### src/rtl/core/rtwc_pkg.sv
// ----------------------------------------------------------------------------
// Route time window check package
// Shared widths, register indexes, status codes and sequencer states.
// ----------------------------------------------------------------------------
package rtwc_pkg;

  localparam int COORD_WIDTH_DEF = 24;
  localparam int TIME_WIDTH_DEF  = 32;

  localparam int CFG_INDEX_W = 3;
  localparam logic [CFG_INDEX_W-1:0] CFG_CHECK_ENABLE  = 3'd0;
  localparam logic [CFG_INDEX_W-1:0] CFG_DEPOT_X       = 3'd1;
  localparam logic [CFG_INDEX_W-1:0] CFG_DEPOT_Y       = 3'd2;
  localparam logic [CFG_INDEX_W-1:0] CFG_DEPOT_SERVICE = 3'd3;
  localparam logic [CFG_INDEX_W-1:0] CFG_DEPOT_DUE     = 3'd4;

  localparam int STATUS_W = 2;
  localparam logic [STATUS_W-1:0] STATUS_OK            = 2'd0;
  localparam logic [STATUS_W-1:0] STATUS_LATE_CUSTOMER = 2'd1;
  localparam logic [STATUS_W-1:0] STATUS_LATE_DEPOT    = 2'd2;

  localparam logic MODE_VISIT = 1'b0;
  localparam logic MODE_CLOSE = 1'b1;

  typedef enum logic [2:0] {
    ST_IDLE,
    ST_DIST,
    ST_ARRIVE,
    ST_WINDOW,
    ST_SERVE,
    ST_DONE
  } rtwc_state_t;

  typedef enum logic [1:0] {
    DS_IDLE,
    DS_SQUARE,
    DS_ROOT
  } rtwc_dist_state_t;

endpackage

### src/rtl/core/rtwc_dist.sv
// ----------------------------------------------------------------------------
// Route time window check distance unit
// Bit-serial Euclidean distance: floor(sqrt(dx*dx + dy*dy)), one bit a cycle.
// ----------------------------------------------------------------------------
module rtwc_dist
  import rtwc_pkg::*;
#(
  parameter int COORD_WIDTH = COORD_WIDTH_DEF
) (
  input  logic                          clk,
  input  logic                          rst,
  input  logic                          start,
  input  logic signed [COORD_WIDTH-1:0] ax,
  input  logic signed [COORD_WIDTH-1:0] ay,
  input  logic signed [COORD_WIDTH-1:0] bx,
  input  logic signed [COORD_WIDTH-1:0] by,
  output logic                          done,
  output logic        [COORD_WIDTH:0]   leg_len
);

  localparam int MAG_W  = COORD_WIDTH + 1;
  localparam int SUM_W  = 2 * MAG_W;
  localparam int ROOT_W = MAG_W;
  localparam int CNT_W  = $clog2(MAG_W);

  rtwc_dist_state_t phase;
  rtwc_dist_state_t phase_next;

  logic [MAG_W-1:0]  mx;
  logic [MAG_W-1:0]  my;
  logic [SUM_W-1:0]  sx;
  logic [SUM_W-1:0]  sy;
  logic [SUM_W-1:0]  acc;
  logic [ROOT_W:0]   rem;
  logic [ROOT_W-1:0] root;
  logic [CNT_W-1:0]  cnt;
  logic              last_step;

  logic signed [MAG_W-1:0] diff_x;
  logic signed [MAG_W-1:0] diff_y;
  logic        [MAG_W-1:0] abs_x;
  logic        [MAG_W-1:0] abs_y;
  logic        [SUM_W-1:0] add_x;
  logic        [SUM_W-1:0] add_y;
  logic        [ROOT_W+1:0] rem_sh;
  logic        [ROOT_W+1:0] trial;
  logic                     take;

  assign diff_x = {ax[COORD_WIDTH-1], ax} - {bx[COORD_WIDTH-1], bx};
  assign diff_y = {ay[COORD_WIDTH-1], ay} - {by[COORD_WIDTH-1], by};
  assign abs_x  = diff_x[MAG_W-1] ? MAG_W'(-diff_x) : MAG_W'(diff_x);
  assign abs_y  = diff_y[MAG_W-1] ? MAG_W'(-diff_y) : MAG_W'(diff_y);

  assign add_x  = mx[0] ? sx : '0;
  assign add_y  = my[0] ? sy : '0;

  assign rem_sh = {rem[ROOT_W-1:0], acc[SUM_W-1 -: 2]};
  assign trial  = {root, 2'b01};
  assign take   = (rem_sh >= trial);

  assign last_step = (cnt == CNT_W'(MAG_W - 1));
  assign leg_len   = root;

  always_ff @(posedge clk) begin
    if (rst) begin
      phase <= DS_IDLE;
      done  <= 1'b0;
      cnt   <= '0;
    end else begin
      phase <= phase_next;
      done  <= (phase == DS_ROOT) && last_step;
      if (phase == DS_IDLE || last_step) begin
        cnt <= '0;
      end else begin
        cnt <= cnt + CNT_W'(1);
      end
    end
  end

  always_ff @(posedge clk) begin
    case (phase)
      DS_IDLE: begin
        if (start) begin
          mx  <= abs_x;
          my  <= abs_y;
          sx  <= SUM_W'(abs_x);
          sy  <= SUM_W'(abs_y);
          acc <= '0;
        end
      end
      DS_SQUARE: begin
        acc <= acc + add_x + add_y;
        mx  <= mx >> 1;
        my  <= my >> 1;
        sx  <= sx << 1;
        sy  <= sy << 1;
        rem  <= '0;
        root <= '0;
      end
      DS_ROOT: begin
        acc <= acc << 2;
        if (take) begin
          rem  <= (ROOT_W + 1)'(rem_sh - trial);
          root <= {root[ROOT_W-2:0], 1'b1};
        end else begin
          rem  <= rem_sh[ROOT_W:0];
          root <= {root[ROOT_W-2:0], 1'b0};
        end
      end
      default: begin
      end
    endcase
  end

  always_comb begin
    phase_next = phase;
    case (phase)
      DS_IDLE:   if (start) phase_next = DS_SQUARE;
      DS_SQUARE: if (last_step) phase_next = DS_ROOT;
      DS_ROOT:   if (last_step) phase_next = DS_IDLE;
      default:   phase_next = DS_IDLE;
    endcase
  end

`ifndef SYNTHESIS
  a_done_pulse: assert property (@(posedge clk) disable iff (rst) done |=> !done)
    else $error("distance done held for more than one cycle");
  a_start_idle: assert property (@(posedge clk) disable iff (rst)
    start |-> (phase == DS_IDLE))
    else $error("distance started while busy");
  a_root_done: assert property (@(posedge clk) disable iff (rst)
    (phase == DS_ROOT) && last_step |=> done && (phase == DS_IDLE))
    else $error("root pass did not finish");
`endif

endmodule

### src/rtl/core/route_time_window_check_core.sv
// ----------------------------------------------------------------------------
// Route time window check core
// Time-window feasibility of vehicle tours, one result word per input word.
// ----------------------------------------------------------------------------
// One word is taken at a time; a close word skips the service step. The
// distance unit forms the sum of squares one bit a cycle and then the square
// root one bit a cycle. A finished result waits in the output register while
// the next word is already being worked on.
module route_time_window_check_core
  import rtwc_pkg::*;
#(
  parameter int COORD_WIDTH = COORD_WIDTH_DEF,
  parameter int TIME_WIDTH  = TIME_WIDTH_DEF,
  localparam int IN_W        = 2 * COORD_WIDTH + 3 * TIME_WIDTH,
  localparam int IN_TDATA_W  = ((IN_W + 7) / 8) * 8,
  localparam int OUT_TDATA_W = ((TIME_WIDTH + 7) / 8) * 8,
  localparam int CFG_W       = (TIME_WIDTH > COORD_WIDTH) ? TIME_WIDTH : COORD_WIDTH
) (
  input  logic                   clk,
  input  logic                   rst,
  input  logic                   s_tvalid,
  output logic                   s_tready,
  // visit_x, visit_y, ready_time, due_time, service_time, zero fill
  input  logic [IN_TDATA_W-1:0]  s_tdata,
  // mode
  input  logic                   s_tuser,
  output logic                   m_tvalid,
  input  logic                   m_tready,
  // clock_after, zero fill
  output logic [OUT_TDATA_W-1:0] m_tdata,
  // status, any_failure
  output logic [2:0]             m_tuser,
  input  logic                   cfg_valid,
  output logic                   cfg_ready,
  input  logic [CFG_INDEX_W-1:0] cfg_index,
  input  logic [CFG_W-1:0]       cfg_data
);

  localparam int ROOT_W = COORD_WIDTH + 1;
  localparam int ADD_W  = ((TIME_WIDTH > ROOT_W) ? TIME_WIDTH : ROOT_W) + 1;
  localparam logic [TIME_WIDTH-1:0] TIME_MAX = {TIME_WIDTH{1'b1}};

  rtwc_state_t state;
  rtwc_state_t state_next;

  logic                          check_enable;
  logic signed [COORD_WIDTH-1:0] depot_x;
  logic signed [COORD_WIDTH-1:0] depot_y;
  logic        [TIME_WIDTH-1:0]  depot_service;
  logic        [TIME_WIDTH-1:0]  depot_due;

  logic        [TIME_WIDTH-1:0]  elapsed_time;
  logic signed [COORD_WIDTH-1:0] last_x;
  logic signed [COORD_WIDTH-1:0] last_y;
  logic                          failure_seen;

  logic                          mode;
  logic signed [COORD_WIDTH-1:0] visit_x;
  logic signed [COORD_WIDTH-1:0] visit_y;
  logic        [TIME_WIDTH-1:0]  ready_time;
  logic        [TIME_WIDTH-1:0]  due_time;
  logic        [TIME_WIDTH-1:0]  service_time;

  logic        [TIME_WIDTH-1:0]  clock_now;
  logic        [STATUS_W-1:0]    status;

  logic                          in_accept;
  logic signed [COORD_WIDTH-1:0] in_x;
  logic signed [COORD_WIDTH-1:0] in_y;
  logic                          dist_done;
  logic        [ROOT_W-1:0]      leg_len;
  logic signed [COORD_WIDTH-1:0] target_x;
  logic signed [COORD_WIDTH-1:0] target_y;
  logic        [ADD_W-1:0]       arrive_sum;
  logic        [TIME_WIDTH:0]    serve_sum;
  logic        [TIME_WIDTH-1:0]  waited;
  logic                          out_free;
  logic                          fail_now;

  assign s_tready  = (state == ST_IDLE);
  assign cfg_ready = 1'b1;
  assign in_accept = s_tvalid && s_tready;
  assign in_x      = s_tdata[COORD_WIDTH-1:0];
  assign in_y      = s_tdata[2*COORD_WIDTH-1:COORD_WIDTH];
  assign target_x  = (s_tuser == MODE_CLOSE) ? depot_x : in_x;
  assign target_y  = (s_tuser == MODE_CLOSE) ? depot_y : in_y;

  assign arrive_sum = ADD_W'(elapsed_time) + ADD_W'(leg_len);
  assign serve_sum  = {1'b0, clock_now} + {1'b0, service_time};
  assign waited     = (clock_now < ready_time) ? ready_time : clock_now;
  assign out_free   = !m_tvalid || m_tready;
  assign fail_now   = (status != STATUS_OK);

  rtwc_dist #(
    .COORD_WIDTH(COORD_WIDTH)
  ) u_dist (
    .clk    (clk),
    .rst    (rst),
    .start  (in_accept),
    .ax     (last_x),
    .ay     (last_y),
    .bx     (target_x),
    .by     (target_y),
    .done   (dist_done),
    .leg_len(leg_len)
  );

  always_ff @(posedge clk) begin
    if (rst) begin
      check_enable  <= 1'b1;
      depot_x       <= '0;
      depot_y       <= '0;
      depot_service <= '0;
      depot_due     <= TIME_MAX;
    end else if (cfg_valid && cfg_ready) begin
      case (cfg_index)
        CFG_CHECK_ENABLE:  check_enable  <= cfg_data[0];
        CFG_DEPOT_X:       depot_x       <= cfg_data[COORD_WIDTH-1:0];
        CFG_DEPOT_Y:       depot_y       <= cfg_data[COORD_WIDTH-1:0];
        CFG_DEPOT_SERVICE: depot_service <= cfg_data[TIME_WIDTH-1:0];
        CFG_DEPOT_DUE:     depot_due     <= cfg_data[TIME_WIDTH-1:0];
        default: begin
        end
      endcase
    end
  end

  always_ff @(posedge clk) begin
    if (rst) begin
      state        <= ST_IDLE;
      elapsed_time <= '0;
      last_x       <= '0;
      last_y       <= '0;
      failure_seen <= 1'b0;
      m_tvalid     <= 1'b0;
    end else begin
      state <= state_next;
      if (state == ST_DONE && out_free) begin
        m_tvalid     <= 1'b1;
        failure_seen <= failure_seen || fail_now;
        if (mode == MODE_CLOSE) begin
          elapsed_time <= depot_service;
          last_x       <= depot_x;
          last_y       <= depot_y;
        end else begin
          elapsed_time <= clock_now;
          last_x       <= visit_x;
          last_y       <= visit_y;
        end
      end else if (m_tvalid && m_tready) begin
        m_tvalid <= 1'b0;
      end
    end
  end

  always_ff @(posedge clk) begin
    if (in_accept) begin
      mode         <= s_tuser;
      visit_x      <= in_x;
      visit_y      <= in_y;
      ready_time   <= s_tdata[2*COORD_WIDTH +: TIME_WIDTH];
      due_time     <= s_tdata[2*COORD_WIDTH+TIME_WIDTH +: TIME_WIDTH];
      service_time <= s_tdata[2*COORD_WIDTH+2*TIME_WIDTH +: TIME_WIDTH];
      status       <= STATUS_OK;
    end
    case (state)
      ST_ARRIVE: begin
        clock_now <= (arrive_sum > ADD_W'(TIME_MAX)) ? TIME_MAX
                                                     : arrive_sum[TIME_WIDTH-1:0];
      end
      ST_WINDOW: begin
        if (mode == MODE_CLOSE) begin
          if (check_enable && (clock_now > depot_due)) begin
            status <= STATUS_LATE_DEPOT;
          end
        end else begin
          clock_now <= waited;
          if (check_enable && (waited > due_time)) begin
            status <= STATUS_LATE_CUSTOMER;
          end
        end
      end
      ST_SERVE: begin
        clock_now <= serve_sum[TIME_WIDTH] ? TIME_MAX : serve_sum[TIME_WIDTH-1:0];
      end
      ST_DONE: begin
        if (out_free) begin
          m_tdata <= OUT_TDATA_W'(clock_now);
          m_tuser <= {failure_seen || fail_now, status};
        end
      end
      default: begin
      end
    endcase
  end

  always_comb begin
    state_next = state;
    case (state)
      ST_IDLE:   if (in_accept) state_next = ST_DIST;
      ST_DIST:   if (dist_done) state_next = ST_ARRIVE;
      ST_ARRIVE: state_next = ST_WINDOW;
      ST_WINDOW: state_next = (mode == MODE_CLOSE) ? ST_DONE : ST_SERVE;
      ST_SERVE:  state_next = ST_DONE;
      ST_DONE:   if (out_free) state_next = ST_IDLE;
      default:   state_next = ST_IDLE;
    endcase
  end

`ifndef SYNTHESIS
  a_sticky: assert property (@(posedge clk) disable iff (rst)
    failure_seen |=> failure_seen)
    else $error("failure flag cleared");
  a_fail_flag: assert property (@(posedge clk) disable iff (rst)
    m_tvalid && (m_tuser[STATUS_W-1:0] != STATUS_OK) |-> m_tuser[STATUS_W])
    else $error("late result without failure flag");
  a_accept_dist: assert property (@(posedge clk) disable iff (rst)
    in_accept |=> (state == ST_DIST))
    else $error("accepted word did not start distance");
  a_done_in_dist: assert property (@(posedge clk) disable iff (rst)
    dist_done |-> (state == ST_DIST))
    else $error("distance finished outside distance wait");
`endif

endmodule

### config.mk
export PLATFORM = sky130hd
export DESIGN_NAME = route_time_window_check_core
export DESIGN_NICKNAME = d
export VERILOG_FILES = /design/src/rtl/core/rtwc_pkg.sv /design/src/rtl/core/rtwc_dist.sv /design/src/rtl/core/route_time_window_check_core.sv
export SDC_FILE = /design/constraint.sdc
export NUM_CORES = 2
export LEC_CHECK = 0
export ABC_CLOCK_PERIOD_IN_PS = 14840
export BUFFER_PORTS_ARGS = -buffer_cell sky130_fd_sc_hd__clkbuf_2
export CAP_MARGIN = 20
export CORE_AREA = 2 2 283 285
export CTS_CLUSTER_DIAMETER = 100
export DETAILED_ROUTE_END_ITERATION = 12
export DIE_AREA = 0 0 285 287
export PLACE_DENSITY = 0.78
export SETUP_SLACK_MARGIN = 0.15
export SYNTH_ARGS = -nofsm -noshare
export SYNTH_HDL_FRONTEND = slang
export SYNTH_SLANG_ARGS = --single-unit
### constraint.sdc
create_clock -name clk -period 14.84 [get_ports clk]
set_input_delay 1.484 -clock clk [delete_from_list [all_inputs] [get_ports clk]]
set_output_delay 1.484 -clock clk [all_outputs]
set_load 0.02 [all_outputs]
==> summary.txt <==
Route
  – Vias per std cell: a little under 6
  – Routed wire length: approximately 110000 um
  – Routed via count: 32931
  – DRC violations left: 0
  – Pre-Repair DR Iteration Count: 6
  – Residual antenna-violating net count after detailed routing: 0
  – Number of DRC markers in iteration 0: 3427
  – Average wire per standard cell: between 15 and 20 um

CTS
  – Number of buffers created by CTS: 75
  – Maximum clock insertion buffer count: 3
  – CTS Root Cell: sky130_fd_sc_hd__clkbuf_16
  – Quantity of hold-fixing buffers added after cts: 0
  – Clk slew on worst S/H paths: about 0.060 ns
  – Setup repair bufs after CTS: 0
  – # resized after CTS: 0
  – Clock sinks: 670
  – Skew-Pair Late Insertion Delay: 0.63 ns
  – Clock H-tree levels: 3
  – CTS tree: yes

Global routing
  – M2 GR Usage: 0.398
  – Grt met3 use: 0.0428
  – Via count of the first global-routing pass: 31057
  – Largest net degree at the start of global routing: about 140
  – Grt met1 use: 0.377
  – Global-route total usage across every layer: 0.260
  – First-pass GRT wire length: 171000 um
  – Final global-route overflow total: 0
  – Layer with the highest usage: met2
  – Antenna violations before repair: 4

Synthesis
  – Most used flip-flop cell after synthesis: sky130_fd_sc_hd__edfxtp_1
  – Count of distinct cell types in the synthesized netlist: a little under 90
  – Count of flip-flops with a built-in enable after synthesis: 462
  – Synthesized area per cell: ~9.5 um^2
  – Combined area of all synthesized cells: 0.0414 mm^2
  – Share of the yosys chip area belonging to registers: 0.436
  – Warning count from the yosys run: 0
  – Fraction of registers with async set or reset after synthesis: 0
  – Flip-flop and latch count after synthesis: 670
  – Post-synthesis cell count: 4368
  – Synthesized net count: 4891

Die
  – Starting density of the core: 0.526
  – Die Area: 0.0818 mm^2
  – Boundary pin count: 223
  – Die width: 285 um
  – FP Rows: between 100 and 150
  – Die Y: around 290 um
  – CORE AREA: 0.0786 mm^2

STA
  – Setup repair after global routing missed its margin: no
  – Number of pins exceeding their max-slew limit in the final report: 0
  – Shortest clock period the worst path allows after layout: 6.10 ns
  – Fmax: about 160 MHz
  – Total of endpoints with negative setup slack in the final report: 0
  – Count of final hold-check violations: 0
  – Slew Limit Headroom: 0.226
  – Final worst-path cycle share: 0.411
  – Fin Clk Skew: 0.0316 ns
  – Sum of negative setup slack: 0 ns
  – Pin slew with the least headroom to its limit: 1.16 ns

Pwr
  – Worst vdd ir: 0.109 mV
  – Power density over the cells: 164 mW/mm^2
  – Standby leakage power: 19.8 nW

Worst setup path
  – Crit-path slowest cell: sky130_fd_sc_hd__buf_2
  – Worst setup path startpoint: s_tuser
  – Worst stage delay on the critical path: 0.60 ns
  – Dominant cell type by count on the critical path: sky130_fd_sc_hd__a21o_1
  – Endpoint arrival time on the critical path: around 6.5 ns
  – Critical Path Start Type: primary input
  – Cells traversed along the worst timing path: buf_2 -> buf_4 -> mux2_2 -> ha_1 -> inv_1 -> fa_1 -> a211o_1 -> and4bb_4 -> nor4_1 -> nor3_1 -> o311a_1 -> nor4_2 -> or4b_1 -> a21o_1 -> and3_1 -> a21o_1
  – Setup CP Type: primary input to flop
  – Type of element capturing the critical path: flop
  – Source of the worst register-to-register timing path: clock_now[26]
  – Highest fanout seen on the critical path: 25
  – Required @ worst endpoint: 15.21 ns

Final layout
  – Final cell utilization of the core: 0.584
  – Number of nets in the final layout: just over 5000
  – Relative area change from synthesis to final layout: 10.9%
  – Total non-filler cell area in the finished layout: 0.0459 mm^2
  – Fraction of final layout cells with drive strength greater than 1: 0.0966
  – Fillcell total: 6780
  – Final cell count without fillers: 5618

Placement
  – Dpl hpwl: 79500 um
  – GP Congestion: 0.933
  – Count of placed standard cells including taps: 5474
  – Post-detailed-placement cell area: about 0.043 mm^2
  – Number of port buffers: approximately 220

Worst hold path
  – Worst hold path startpoint: depot_service[4]
  – Path class of the lowest-slack min-delay path: flop to flop

Outcome
  – Outcome: completed

Flow run
  – Max-capacitance violation count: 0
registers in the layout, summed over array words and instances, names as in the netlist, 32 cells and up:
register	cells
depot_service	32
clock_now	32
elapsed_time	32
ready_time	32
u_dist.sy	50
due_time	32
service_time	32
depot_due	32
m_tdata	32
u_dist.sx	50
u_dist.acc	50
placed cells by master (no fill, tap or decap), types with 62 or more instances in the layout:
cell type and count:
sky130_fd_sc_hd__inv_1 376, sky130_fd_sc_hd__mux2i_1 154, sky130_fd_sc_hd__edfxtp_1 462, sky130_fd_sc_hd__clkbuf_2 219
sky130_fd_sc_hd__a21o_1 130, sky130_fd_sc_hd__nand2_1 530, sky130_fd_sc_hd__and2_1 70, sky130_fd_sc_hd__o21ai_0 205
sky130_fd_sc_hd__dfxtp_1 208, sky130_fd_sc_hd__xor2_1 63, sky130_fd_sc_hd__o21a_1 62, sky130_fd_sc_hd__ha_1 282
sky130_fd_sc_hd__nor2_1 352, sky130_fd_sc_hd__clkbuf_16 77, sky130_fd_sc_hd__a21oi_1 356, sky130_fd_sc_hd__nand3_1 65
sky130_fd_sc_hd__a211oi_1 110, sky130_fd_sc_hd__xnor2_1 120
report_power, final:
| part | switching [W] | total (W) | internal [W] |
|---|---|---|---|
| Combinational | 0.00186 | 0.00302 | 0.00116 |
| Sequential | 0.000203 | 0.00266 | 0.00245 |
| Clock | 0.000789 | 0.00187 | 0.00108 |
through the flow:
stage	hold WS, ns	total power [W]	setup slack [ns]
6_report	0.454	0.00755	8.74
2_1_floorplan	0.423	0.00496	2.17
5_1_grt	0.466	0.00802	8.38
4_1_cts	0.455	0.00753	8.77
3_3_place_gp	0.442	0.00555	8.22
3_5_place_dp	0.446	0.00564	8.14
cell families (layout without fill, tap and decap cells):
kind of cell / after synthesis / in the layout / share of synthesized area
buf+inv: 577 / 776 / 0.0526
mux: 164 / 164 / 0.0400
other cells: 1 / 2 / 0.0000906
flops: 670 / 670 / 0.436
xor+xnor: 183 / 183 / 0.0387
simple gates: 1304 / 1304 / 0.144
compound gates: 1131 / 1131 / 0.176
fa+ha+maj: 338 / 338 / 0.112
cell type report:
| class | instances | area [um^2] | area share |
|---|---|---|---|
| antenna | 1 | 2.50 | 0.0000545 |
| clock buffer | 94 | 2030 | 0.0442 |
| clock inverter | 45 | 424 | 0.00924 |
| inverter | 378 | 1420 | 0.0310 |
| multi-input combinational | 3121 | 21200 | 0.463 |
| sequential | 670 | 18000 | 0.393 |
| tap | 1050 | 1310 | 0.0286 |
| timing repair buffer | 259 | 1430 | 0.0311 |
per-layer routing:
| layer | wire length [um] | up-vias |
|---|---|---|
| met5 | 35 | - |
| met4 | 3190 | 6 |
| met3 | 8620 | 170 |
| met2 | 47900 | 1196 |
| met1 | 49000 | 15718 |
| li1 | - | 15841 |
final timing paths:
path              slack [ns]  cells after the start               end
setup / recovery        8.74                     16     u_dist.sy[18]
hold / removal          0.45                      2  depot_service[4]
setup reg to reg        8.90                     21         status[0]
hold reg to reg         0.45                      2  depot_service[4]
Yosys cell counts, types with 62 or more instances:
| library cell | n | area [um^2] |
|---|---|---|
| sky130_fd_sc_hd__xnor2_1 | 120 | 1050 |
| sky130_fd_sc_hd__o21a_1 | 62 | 465 |
| sky130_fd_sc_hd__mux2i_1 | 154 | 1540 |
| sky130_fd_sc_hd__clkbuf_1 | 182 | 683 |
| sky130_fd_sc_hd__xor2_1 | 63 | 552 |
| sky130_fd_sc_hd__nand2_1 | 530 | 1990 |
| sky130_fd_sc_hd__nand3_1 | 66 | 330 |
| sky130_fd_sc_hd__and2_1 | 70 | 438 |
| sky130_fd_sc_hd__a21o_1 | 130 | 976 |
| sky130_fd_sc_hd__dfxtp_1 | 208 | 4160 |
| sky130_fd_sc_hd__a21oi_1 | 358 | 1790 |
| sky130_fd_sc_hd__o21ai_0 | 207 | 1040 |
| sky130_fd_sc_hd__nor2_1 | 353 | 1330 |
| sky130_fd_sc_hd__inv_1 | 377 | 1420 |
| sky130_fd_sc_hd__a211oi_1 | 111 | 833 |
| sky130_fd_sc_hd__ha_1 | 284 | 3550 |
| sky130_fd_sc_hd__edfxtp_1 | 462 | 13900 |
critical path: cells and delay by family:
family	cells	cell delay, ns
buffers and inverters	3	1.19
adder cells (fa/ha/maj)	2	0.59
AO/OA/AOI/OAI	4	1.07
AND/OR/NAND/NOR	6	1.85
multiplexers	1	0.25
No activity file was read; power rests on OpenSTA's default activity.
